File: config.mk
export PLATFORM = sky130hd
export DESIGN_NAME = llsp_fifo
export DESIGN_NICKNAME = d
export VERILOG_FILES = /design/src/hdl/llsp_pkg.sv /design/src/hdl/llsp_fifo.sv
export SDC_FILE = /design/constraint.sdc
export NUM_CORES = 1
export LEC_CHECK = 0
export BUFFER_PORTS_ARGS = -buffer_cell sky130_fd_sc_hd__clkbuf_2
export CORE_MARGIN = 5
export CORE_UTILIZATION = 57
export CTS_CLUSTER_SIZE = 24
export DETAILED_ROUTE_END_ITERATION = 8
export PLACE_DENSITY = 0.79
export SLEW_MARGIN = 10
export SYNTH_ARGS = -nofsm -noshare
export SYNTH_HDL_FRONTEND = slang
export SYNTH_SLANG_ARGS = --single-unit
File: constraint.sdc
create_clock -name clk -period 4.44 [get_ports clk]
set_input_delay 0.222 -clock clk [delete_from_list [all_inputs] [get_ports clk]]
set_output_delay 0.222 -clock clk [all_outputs]
set_load 0.02 [all_outputs]
File: src/hdl/llsp_pkg.sv
// Shared types, constants and register codes of the lat/lon screen projector.
package llsp_pkg;

  localparam int CFG_IDX_W  = 3;
  localparam int CFG_DATA_W = 32;

  localparam int FIFO_DEPTH = 4;
  localparam int PTR_W      = $clog2(FIFO_DEPTH);
  localparam int CNT_W      = $clog2(FIFO_DEPTH + 1);

  localparam logic [5:0]  MARKER_SIZE     = 6'd8;
  localparam logic [7:0]  MIN_DISTANCE_PX = 8'd20;
  localparam logic [11:0] EARTH_RADIUS_NM = 12'd3440;

  localparam logic [29:0] MAX_LAT      = 30'd900000000;
  localparam logic [20:0] K_RAD        = 21'd1874033;
  localparam logic [19:0] DIV_RAD      = 20'd1000000;
  localparam logic [31:0] RECIP_RAD_HI = 32'd2251799813;
  localparam logic [24:0] RECIP_RAD_LO = 25'd17592187;
  localparam logic [30:0] ONE_Q30      = 31'h4000_0000;
  localparam logic [29:0] RECIP_7      = 30'd613566757;
  localparam logic [31:0] RECIP_15     = 32'd2290649225;
  localparam logic [30:0] RECIP_3      = 31'd1431655766;

  typedef enum logic [CFG_IDX_W-1:0] {
    CFG_OWN_LAT = 3'd0,
    CFG_OWN_LON = 3'd1,
    CFG_RANGE   = 3'd2,
    CFG_WIDTH   = 3'd3,
    CFG_HEIGHT  = 3'd4,
    CFG_MARKERS = 3'd5
  } cfg_idx_e;

  typedef struct packed {
    logic signed [30:0] own_lat;
    logic signed [31:0] own_lon;
    logic [9:0]         range_nm;
    logic [11:0]        width;
    logic [11:0]        height;
    logic               markers_en;
  } cfg_t;

  typedef struct packed {
    logic [29:0] alat;
    logic [31:0] mlat;
    logic [32:0] mlon;
    logic        nlat;
    logic        nlon;
  } fr_item_t;

  typedef struct packed {
    logic full;
    logic empty;
  } q_stat_t;

endpackage

File: src/hdl/llsp_fifo.sv
// Short request queue between the front stage and the projection pipeline.
module llsp_fifo (
  input  logic                 clk,
  input  logic                 rst,
  input  logic                 push,
  input  llsp_pkg::fr_item_t   item,
  input  logic                 pop,
  output llsp_pkg::fr_item_t   head,
  output llsp_pkg::q_stat_t    stat
);
  import llsp_pkg::*;

  fr_item_t         mem [FIFO_DEPTH];
  logic [PTR_W-1:0] wp;
  logic [PTR_W-1:0] rp;
  logic [CNT_W-1:0] cnt;

  assign stat.full  = (cnt == CNT_W'(FIFO_DEPTH));
  assign stat.empty = (cnt == '0);
  assign head       = mem[rp];

  always_ff @(posedge clk) begin
    if (rst) begin
      wp  <= '0;
      rp  <= '0;
      cnt <= '0;
    end else begin
      if (push) begin
        wp <= (wp == PTR_W'(FIFO_DEPTH - 1)) ? '0 : wp + PTR_W'(1);
      end
      if (pop) begin
        rp <= (rp == PTR_W'(FIFO_DEPTH - 1)) ? '0 : rp + PTR_W'(1);
      end
      case ({push, pop})
        2'b10:   cnt <= cnt + CNT_W'(1);
        2'b01:   cnt <= cnt - CNT_W'(1);
        default: cnt <= cnt;
      endcase
    end
  end

  always_ff @(posedge clk) begin
    if (push) begin
      mem[wp] <= item;
    end
  end

  a_no_overflow: assert property (@(posedge clk) disable iff (rst)
    push |-> !stat.full) else $error("request pushed into a full queue");
  a_no_underflow: assert property (@(posedge clk) disable iff (rst)
    pop |-> !stat.empty) else $error("request popped from an empty queue");
  a_cnt_up: assert property (@(posedge clk) disable iff (rst)
    (push && !pop) |=> cnt == $past(cnt) + CNT_W'(1)) else $error("queue count missed a push");
  a_cnt_down: assert property (@(posedge clk) disable iff (rst)
    (pop && !push) |=> cnt == $past(cnt) - CNT_W'(1)) else $error("queue count missed a pop");

endmodule

==> run metrics <==
status=finished, final reports clean; kind of critical path=register to output pin; number of antenna violations at the first check in global routing=0; min-delay src=pop; cts bufs inserted=38; H-tree lvl count=2; post-synthesis sequential area ratio=82.0%; Setup TNS Final=0 ps; RSZ-0062 raised after global routing=false; syn avg cell area=approximately 26 um2; clock root buffer=clkbuf_16; Peak supply drop=0.418 mV; worst hold stages=3; DRC Markers=0; Net Count, Synth=~660; Yosys Warn Count=0; Worst Hold End=rp[1]; Leakage=around 6.2 nW; ANT cells=0; die height=between 150 and 200 um; Final setup viols=0; pwr dens=~460 mW/mm2; clk_lat worst skew=510 ps; Initial Util=between 50% and 60%; # clock sinks=approximately 400; total track usage=about a fifth; core region area=0.0250 mm2; fmax=0.347 GHz; WL/cell=between 20 and 25 um; Distinct cells, synth=20; register area=between 0.01 and 0.015 mm2; clk_skew=16.7 ps; final wirelength=29000 um; DR vias=about 7000; Clk pin slew, worst setup/hold paths=60 ps; reg2reg path depth=4; overall power=0.00824 W; Die Wd=169 um; Hold WS=~110 ps; nets=between 900 and 1000; top-area cell type share of the netlist area=between 80% and 90%; I/O pin count=200; vias in the first global route=7712; Cells after Synth=555; Worst Path Required=4220 ps; multi-input logic area=roughly 0.0024 mm2; CTS tree=built; Syn Std Cell Area=0.0144 mm2; filler cell count=approximately 1400; clk buf depth=3; Reg2Reg Setup Slack=~2300 ps; crit path capture type=output pin; arrival time at the worst endpoint=2660 ps; die area=0.0286 mm2; Area Overhead vs Synth=24.7%; DR iter-0 viols=802; Final ANT Viol Nets=0; port bufs=199; post-CTS setup buffer count=0; global route overflow=0; hpwl dp=~18000 um; CP Launch Type=register; Max FO, Critical Path=71; Hold Crit Class=input port to register; first-pass GRT wire length=~44000 um; cell taking the most area after synthesis=edfxtp_1; Synth area leaders=edfxtp_1, mux4_2, dfxtp_1, ha_1, buf_8; Max-Cap Viols=0; Hold Vio Cnt, Final=0; max_slew headroom=between 20% and 30%; GPL Wtd Cong=between 0.7 and 0.8; vias per inst=~5.7; FP Rows=58; register bit total from synthesis=between 300 and 400; largest net degree at the start of global routing=72; Worst Tran Pin Value=around 1100 ps; Tmin final=about 2900 ps; DR pass1 iterations=5; Reg-to-Reg End=mem[0][34]; RR Startpoint=wp[0]; fraction of layout cells with a size suffix above 1=~41%; final period utilization=between 60% and 70%; Final Max Tran Viols=0
## registers in the layout, indices dropped and copies added (netlist names), named ones only
register,flops
mem,388
cnt,3
rp,2
wp,2
## cell type report
cell class | instances | share of cell area, %
clock buffers | 48 | 5.96
clock inverters | 19 | 0.779
inverters | 7 | 0.146
multi-input cells | 129 | 13.5
flip-flops and latches | 397 | 65.8
well taps | 330 | 2.29
repair buffers | 308 | 11.5
## per-layer routing
metal	up-vias	track usage [%]	part of all wire, %
met4	0	5.53	1.8
met3	37	3.95	7.5
met1	3632	28.5	40
met2	301	33.9	51
li1	3033	-	-
met5	-	0	0
## worst max path at each step
stage | endpoint | slack, ps | cells after the start
4_1_cts | head[64] | 1500 | 3
5_1_grt | head[11] | 1400 | 3
2_1_floorplan | mem[3][0] | 1180 | 2
6_report | head[64] | 1560 | 3
3_3_place_gp | head[80] | 2090 | 3
3_5_place_dp | head[80] | 2070 | 3
## through the flow
step                      area, um2  utilization [%]  instances  setup WS [ps]
final                         18000             71.9       1238           1560
after global routing          18000             71.9       1238           1400
after detailed placement      15800             63.1       1073           2070
after global placement        15800             63.1       1073           2090
after CTS                     18000             71.9       1238           1500
after floorplan               14400                -        555           1180
## report_power, final
group	total [W]	internal (W)	switching [W]
sequential	0.00435	0.00427	0.0000726
clock	0.00309	0.00182	0.00127
combinational	0.000805	0.000349	0.000456
## repair_timing
action	4_1_cts	5_1_grt
endpoints found under the hold margin	397	0
resized for setup	0	0
hold buffers	98	0
## worst max-delay path, stage by stage (launching register included)
cell and delay, ps:
dfxtp_4 1010, buf_4 520, mux4_2 400, clkbuf_2 180
## synthesized netlist by cell type, drive strengths merged
cell	n
a21oi	4
nor3	1
fa	1
and3	1
edfxtp	388
clkbuf	6
mux2i	2
inv	7
dfxtp	9
xor2	2
buf	16
mux4	97
nor2	7
nor3b	2
o21ai	1
ha	6
and2	4
or3	1
## kinds of logic (layout without fill, tap and decap cells)
logic type,Yosys count,count (layout),share of synthesized area [%]
buffers and inverters,29,382,1.21
AOI/OAI and AO/OA,5,5,0.173
xor gates and xnor gates,2,2,0.121
DFF,397,397,82.0
adders and majority gates,7,7,0.659
muxes,99,99,15.3
and+or+nand+nor,16,16,0.581
## cell usage in the layout (no fill, tap or decap), drive strengths merged
cell type    netlist  final
fa                 1      1
buf               16     11
and2               4      4
clkinvlp           0      1
o21ai              1      1
dlygate4sd3        0     98
xor2               2      2
clkinv             0     16
inv                7      7
or3                1      1
and3               1      1
clkbuf             6    247
bufinv             0      2
a21oi              4      4
mux4              97     97
nor3               1      1
dfxtp              9      9
nor3b              2      2
nor2               7      7
mux2i              2      2
edfxtp           388    388
ha                 6      6
Power figures use the tool's default switching activity.
