**config.mk**
```make
export PLATFORM = sky130hd
export DESIGN_NAME = llsp_front
export DESIGN_NICKNAME = d
export VERILOG_FILES = /design/src/hdl/llsp_pkg.sv /design/src/hdl/llsp_front.sv
export SDC_FILE = /design/constraint.sdc
export NUM_CORES = 1
export LEC_CHECK = 0
export ABC_AREA = 1
export BUFFER_PORTS_ARGS = -buffer_cell sky130_fd_sc_hd__buf_2
export CORE_AREA = 2 2 169 171
export DETAILED_ROUTE_END_ITERATION = 12
export DIE_AREA = 0 0 171 173
export PLACE_DENSITY = 0.67
export SKIP_CTS_REPAIR_TIMING = 1
export SLEW_MARGIN = 40
export SYNTH_ARGS = -nofsm -noshare
export SYNTH_HDL_FRONTEND = slang
export SYNTH_SLANG_ARGS = --single-unit
```
**constraint.sdc**
```tcl
create_clock -name clk -period 13.5 [get_ports clk]
set_clock_uncertainty 0.2 [all_clocks]
set_input_delay 1.35 -clock clk [delete_from_list [all_inputs] [get_ports clk]]
set_output_delay 1.35 -clock clk [all_outputs]
set_load 0.01 [all_outputs]
```
**src/hdl/llsp_pkg.sv**
```systemverilog
// Shared types, constants and register codes of the lat/lon screen projector.
package llsp_pkg;

  localparam int CFG_IDX_W  = 3;
  localparam int CFG_DATA_W = 32;

  localparam int FIFO_DEPTH = 4;
  localparam int PTR_W      = $clog2(FIFO_DEPTH);
  localparam int CNT_W      = $clog2(FIFO_DEPTH + 1);

  localparam logic [5:0]  MARKER_SIZE     = 6'd8;
  localparam logic [7:0]  MIN_DISTANCE_PX = 8'd20;
  localparam logic [11:0] EARTH_RADIUS_NM = 12'd3440;

  localparam logic [29:0] MAX_LAT      = 30'd900000000;
  localparam logic [20:0] K_RAD        = 21'd1874033;
  localparam logic [19:0] DIV_RAD      = 20'd1000000;
  localparam logic [31:0] RECIP_RAD_HI = 32'd2251799813;
  localparam logic [24:0] RECIP_RAD_LO = 25'd17592187;
  localparam logic [30:0] ONE_Q30      = 31'h4000_0000;
  localparam logic [29:0] RECIP_7      = 30'd613566757;
  localparam logic [31:0] RECIP_15     = 32'd2290649225;
  localparam logic [30:0] RECIP_3      = 31'd1431655766;

  typedef enum logic [CFG_IDX_W-1:0] {
    CFG_OWN_LAT = 3'd0,
    CFG_OWN_LON = 3'd1,
    CFG_RANGE   = 3'd2,
    CFG_WIDTH   = 3'd3,
    CFG_HEIGHT  = 3'd4,
    CFG_MARKERS = 3'd5
  } cfg_idx_e;

  typedef struct packed {
    logic signed [30:0] own_lat;
    logic signed [31:0] own_lon;
    logic [9:0]         range_nm;
    logic [11:0]        width;
    logic [11:0]        height;
    logic               markers_en;
  } cfg_t;

  typedef struct packed {
    logic [29:0] alat;
    logic [31:0] mlat;
    logic [32:0] mlon;
    logic        nlat;
    logic        nlon;
  } fr_item_t;

  typedef struct packed {
    logic full;
    logic empty;
  } q_stat_t;

endpackage

```
**src/hdl/llsp_front.sv**
```systemverilog
// Front stage: takes a request, forms angle differences and magnitudes, feeds the queue.
module llsp_front (
  input  logic                 clk,
  input  logic                 rst,
  input  llsp_pkg::cfg_t       cfg,
  input  logic                 in_valid,
  output logic                 in_stall,
  input  logic signed [30:0]   target_latitude,
  input  logic signed [31:0]   target_longitude,
  input  llsp_pkg::q_stat_t    stat,
  output logic                 push,
  output llsp_pkg::fr_item_t   item
);
  import llsp_pkg::*;

  logic        f_valid;
  fr_item_t    f_item;
  fr_item_t    cls;
  logic [31:0] dlat;
  logic [31:0] slat;
  logic [31:0] aslat;
  logic [30:0] half;
  logic [32:0] dlon;
  logic        accept;

  always_comb begin
    dlat  = {target_latitude[30], target_latitude} - {cfg.own_lat[30], cfg.own_lat};
    slat  = {target_latitude[30], target_latitude} + {cfg.own_lat[30], cfg.own_lat};
    dlon  = {target_longitude[31], target_longitude} - {cfg.own_lon[31], cfg.own_lon};
    aslat = slat[31] ? (~slat + 32'd1) : slat;
    half  = aslat[31:1];
    cls.alat = (half > 31'(MAX_LAT)) ? MAX_LAT : half[29:0];
    cls.mlat = dlat[31] ? (~dlat + 32'd1) : dlat;
    cls.mlon = dlon[32] ? (~dlon + 33'd1) : dlon;
    cls.nlat = dlat[31];
    cls.nlon = dlon[32];
  end

  assign in_stall = f_valid && stat.full;
  assign accept   = in_valid && !in_stall;
  assign push     = f_valid && !stat.full;
  assign item     = f_item;

  always_ff @(posedge clk) begin
    if (rst) begin
      f_valid <= 1'b0;
    end else if (accept) begin
      f_valid <= 1'b1;
    end else if (push) begin
      f_valid <= 1'b0;
    end
  end

  always_ff @(posedge clk) begin
    if (accept) begin
      f_item <= cls;
    end
  end

endmodule

```
==> flow_metrics.tcl <==
set metrics [dict create \
    power_mw 1.49 \
    ios 265 \
    combPwrFrac_pct 51.5 \
    yosys.area.top_type "sky130_fd_sc_hd__edfxtp_1" \
    cellLeakagePower_nw 7.17 \
    min_delay_worst_endpoint "f_valid" \
    routed-via-count 13100 \
    synthesis.instances 1928 \
    hold_slack_ns 0.288 \
    ys.warnings.count 0 \
    drt_pass1_iterations 5 \
    row_count 61 \
    synth.net_count 2194 \
    r2r.worst_path.cells 4 \
    setup.reg_to_reg.worst_slack_ns 11.26 \
    number_of_buffers_inserted_during_clock_tree_synthesis 9 \
    die-area_um2 29600 \
    seqPwrFrac_pct 30.1 \
    routability_congestion_estimate_from_global_placement 0.975 \
    die_h_um 173 \
    worstPathArrival_ns 5.41 \
    sw_frac_of_total_pct 44.5 \
    pint_uw 828 \
    drive_gt1_share_pct 13.7 \
    hold_viol_final 0 \
    drt-vias-per-instance 5.22 \
    mostFrequentLayoutCells "528 x sky130_fd_sc_hd__nand2_1, 303 x sky130_fd_sc_hd__inv_1, 233 x sky130_fd_sc_hd__nor2_1" \
    post_detailed_route_count_of_antenna_violating_nets 0 \
    global_route_wire_length_before_repair_um 61300 \
    period_needed_ns 5.52 \
    layout.cells.most_common "sky130_fd_sc_hd__nand2_1" \
    numClockSinks 98 \
    tritoncts "yes" \
    grt_setup_unrepaired "no" \
    core_area_um2 27600 \
    timing.max_cap.violations 0 \
    grt_antenna_before_repair 0 \
    worst_hold_startpoint "f_valid" \
    post_synth_main_area_contributors "sky130_fd_sc_hd__edfxtp_1 24%, sky130_fd_sc_hd__nand2_1 16%, sky130_fd_sc_hd__ha_1 9.9%, sky130_fd_sc_hd__inv_1 9.3%, sky130_fd_sc_hd__nor2_1 7.2%" \
    end_of_the_worst_register_to_register_path "item[95]" \
    cts.root.buffer_cell "sky130_fd_sc_hd__clkbuf_16" \
    grt_max_degree 64 \
    worst_skew_pair_latency_ns 0.36 \
    ys_ff_latch 98 \
    hold_path.class "reg2reg" \
    hold_path_depth 2 \
    start_kind "input port" \
    syn-cell-area_um2 12300 \
    critical_path_class "in2reg" \
    period_share_pct 40.9 \
    drt_first_iter_violations 1149 \
    status "finished clean" \
    buffer_depth_of_the_longest_clock_path 2 \
    max_freq_ghz 0.181 \
    wl_um 39400 \
    yosysUniqueCellTypes 42 \
    finish.net_count 2401 \
    area_delta_synth_final_pct 14.4 \
    die_x_um 171 \
    ys_async_sr_fraction_pct 0 \
    post-dp-hpwl_um 33700 \
    setup.worst_path.end_class "flop" \
    cts.htree.levels 3 \
    r2r-start "f_valid" \
    finalSetupViolCount 0 \
    worst_ep_required_time_ns 13.39 \
    gr-usage-all-layers_pct 26.1 \
    drc 0 \
    timing_worst_slew_pin_value_ns 0.805 \
    total_inserted_antenna_cells 0 \
    yosys_most_used_dff "sky130_fd_sc_hd__edfxtp_1" \
    post_synth.cell_area_avg_um2 6.36 \
    cts.reportedPaths.clkPinSlew_ns 0.07 \
    start_util_pct 44.4 \
    overflow 0 \
    io_buffer_count 228 \
    clockPowerShare_pct 18.4 \
    crit_fanout 24 \
    p_per_area_nw_per_um2 107 \
    netlist.area_leader.share_pct 23.8 \
    vdd_drop_max_uv 66.7 \
    fin_setup_tns_ns 0 \
    synth.yosys.seq_area_share_pct 23.9 \
    finalMaxSlewViolations 0 \
    synth_edf_count 97 \
    avgRoutedWirePerCell_um 15.6 \
    number_of_global_route_vias_before_repair 12300 \
    maxSlewHeadroom_pct 46.4 \
    switching_power_uw 665 \
]
synth_stat cells (10+ instances only):
cell and n:
sky130_fd_sc_hd__a21oi_1 117, sky130_fd_sc_hd__a21oi_2 13, sky130_fd_sc_hd__buf_2 12, sky130_fd_sc_hd__clkbuf_1 11, sky130_fd_sc_hd__edfxtp_1 97, sky130_fd_sc_hd__ha_1 97
sky130_fd_sc_hd__inv_1 303, sky130_fd_sc_hd__inv_2 10, sky130_fd_sc_hd__nand2_1 529, sky130_fd_sc_hd__nand3_1 135, sky130_fd_sc_hd__nand4_1 38, sky130_fd_sc_hd__nor2_1 234
sky130_fd_sc_hd__nor3_1 39, sky130_fd_sc_hd__nor4_1 14, sky130_fd_sc_hd__o21ai_0 75, sky130_fd_sc_hd__o21bai_1 10, sky130_fd_sc_hd__xnor2_1 24, sky130_fd_sc_hd__xor2_1 90
flip-flops by register name, summed over array words and instances, names as in the netlist:
register and flops:
item 97, f_valid 1
final cells by class:
cell class              count  area (um2)
repair buffers            230        1180
inverters                 314        1180
fillers                  2935       13600
well taps                 378         473
clock inverters             4        51.3
multi-input cells        1482        7960
flip-flops and latches     98        2930
clock buffers              12         256
metal layers:
metal / track usage (%) / part of all wire, % / vias up
met4: 7.80 / 2.6 / 0
met5: 0 / 0 / -
met3: 2.61 / 5.9 / 55
li1: - / - / 6618
met2: 44.9 / 47 / 423
met1: 34.5 / 44 / 6045
stage by stage:
step,setup WS [ns],utilization [%],instances,cell area [um2]
final,7.98,50.8,2518,14000
after global routing,7.49,50.8,2518,14000
after CTS,8.00,50.7,2518,14000
after detailed placement,7.63,49.6,2502,13700
after global placement,7.69,49.5,2501,13700
after floorplan,7.21,-,1928,12300
worst max path at each step:
stage,depth (start not counted),start,slack (ns),endpoint
2_1_floorplan,3,stat[1],7.21,item[0]
3_3_place_gp,20,target_longitude[0],7.69,item[18]
5_1_grt,23,cfg[80],7.49,item[96]
4_1_cts,22,cfg[73],8.00,item[75]
6_report,20,target_longitude[0],7.98,item[18]
3_5_place_dp,22,cfg[73],7.63,item[75]
critical path, cell delays in order:
cell	delay, ns
sky130_fd_sc_hd__buf_2	0.10
sky130_fd_sc_hd__inv_1	0.04
sky130_fd_sc_hd__ha_1	0.16
sky130_fd_sc_hd__inv_1	0.07
sky130_fd_sc_hd__fa_1	0.37
sky130_fd_sc_hd__nand2_1	0.07
sky130_fd_sc_hd__inv_1	0.04
sky130_fd_sc_hd__o21ai_0	0.15
sky130_fd_sc_hd__nand2_1	0.21
sky130_fd_sc_hd__nand4_1	0.17
sky130_fd_sc_hd__nand3_1	0.16
sky130_fd_sc_hd__nand2_1	0.10
sky130_fd_sc_hd__o211ai_1	0.13
sky130_fd_sc_hd__a21oi_1	0.27
sky130_fd_sc_hd__nor3_1	0.09
sky130_fd_sc_hd__o21ai_0	0.15
sky130_fd_sc_hd__nand2_1	0.48
sky130_fd_sc_hd__inv_1	0.80
sky130_fd_sc_hd__o21ai_0	0.25
sky130_fd_sc_hd__xor2_1	0.23
power groups by stage:
stage	Sequential, mW	Combinational (mW)	Clock, mW
floorplan	0.486	0.491	0
global placement	0.456	0.751	0
detailed placement	0.457	0.761	0
CTS	0.451	0.764	0.280
global route	0.455	0.859	0.292
finish	0.450	0.770	0.274
cell families after synthesis:
| group | count (synthesis) | synth area share (%) |
|---|---|---|
| AOI/OAI and AO/OA | 245 | 11.1 |
| buffers and inverters | 348 | 11.2 |
| xor gates and xnor gates | 114 | 8.15 |
| adders and majority gates | 100 | 10.4 |
| DFF | 98 | 23.9 |
| and+or+nand+nor | 1023 | 35.2 |
No activity file was read; power rests on OpenSTA's default activity.
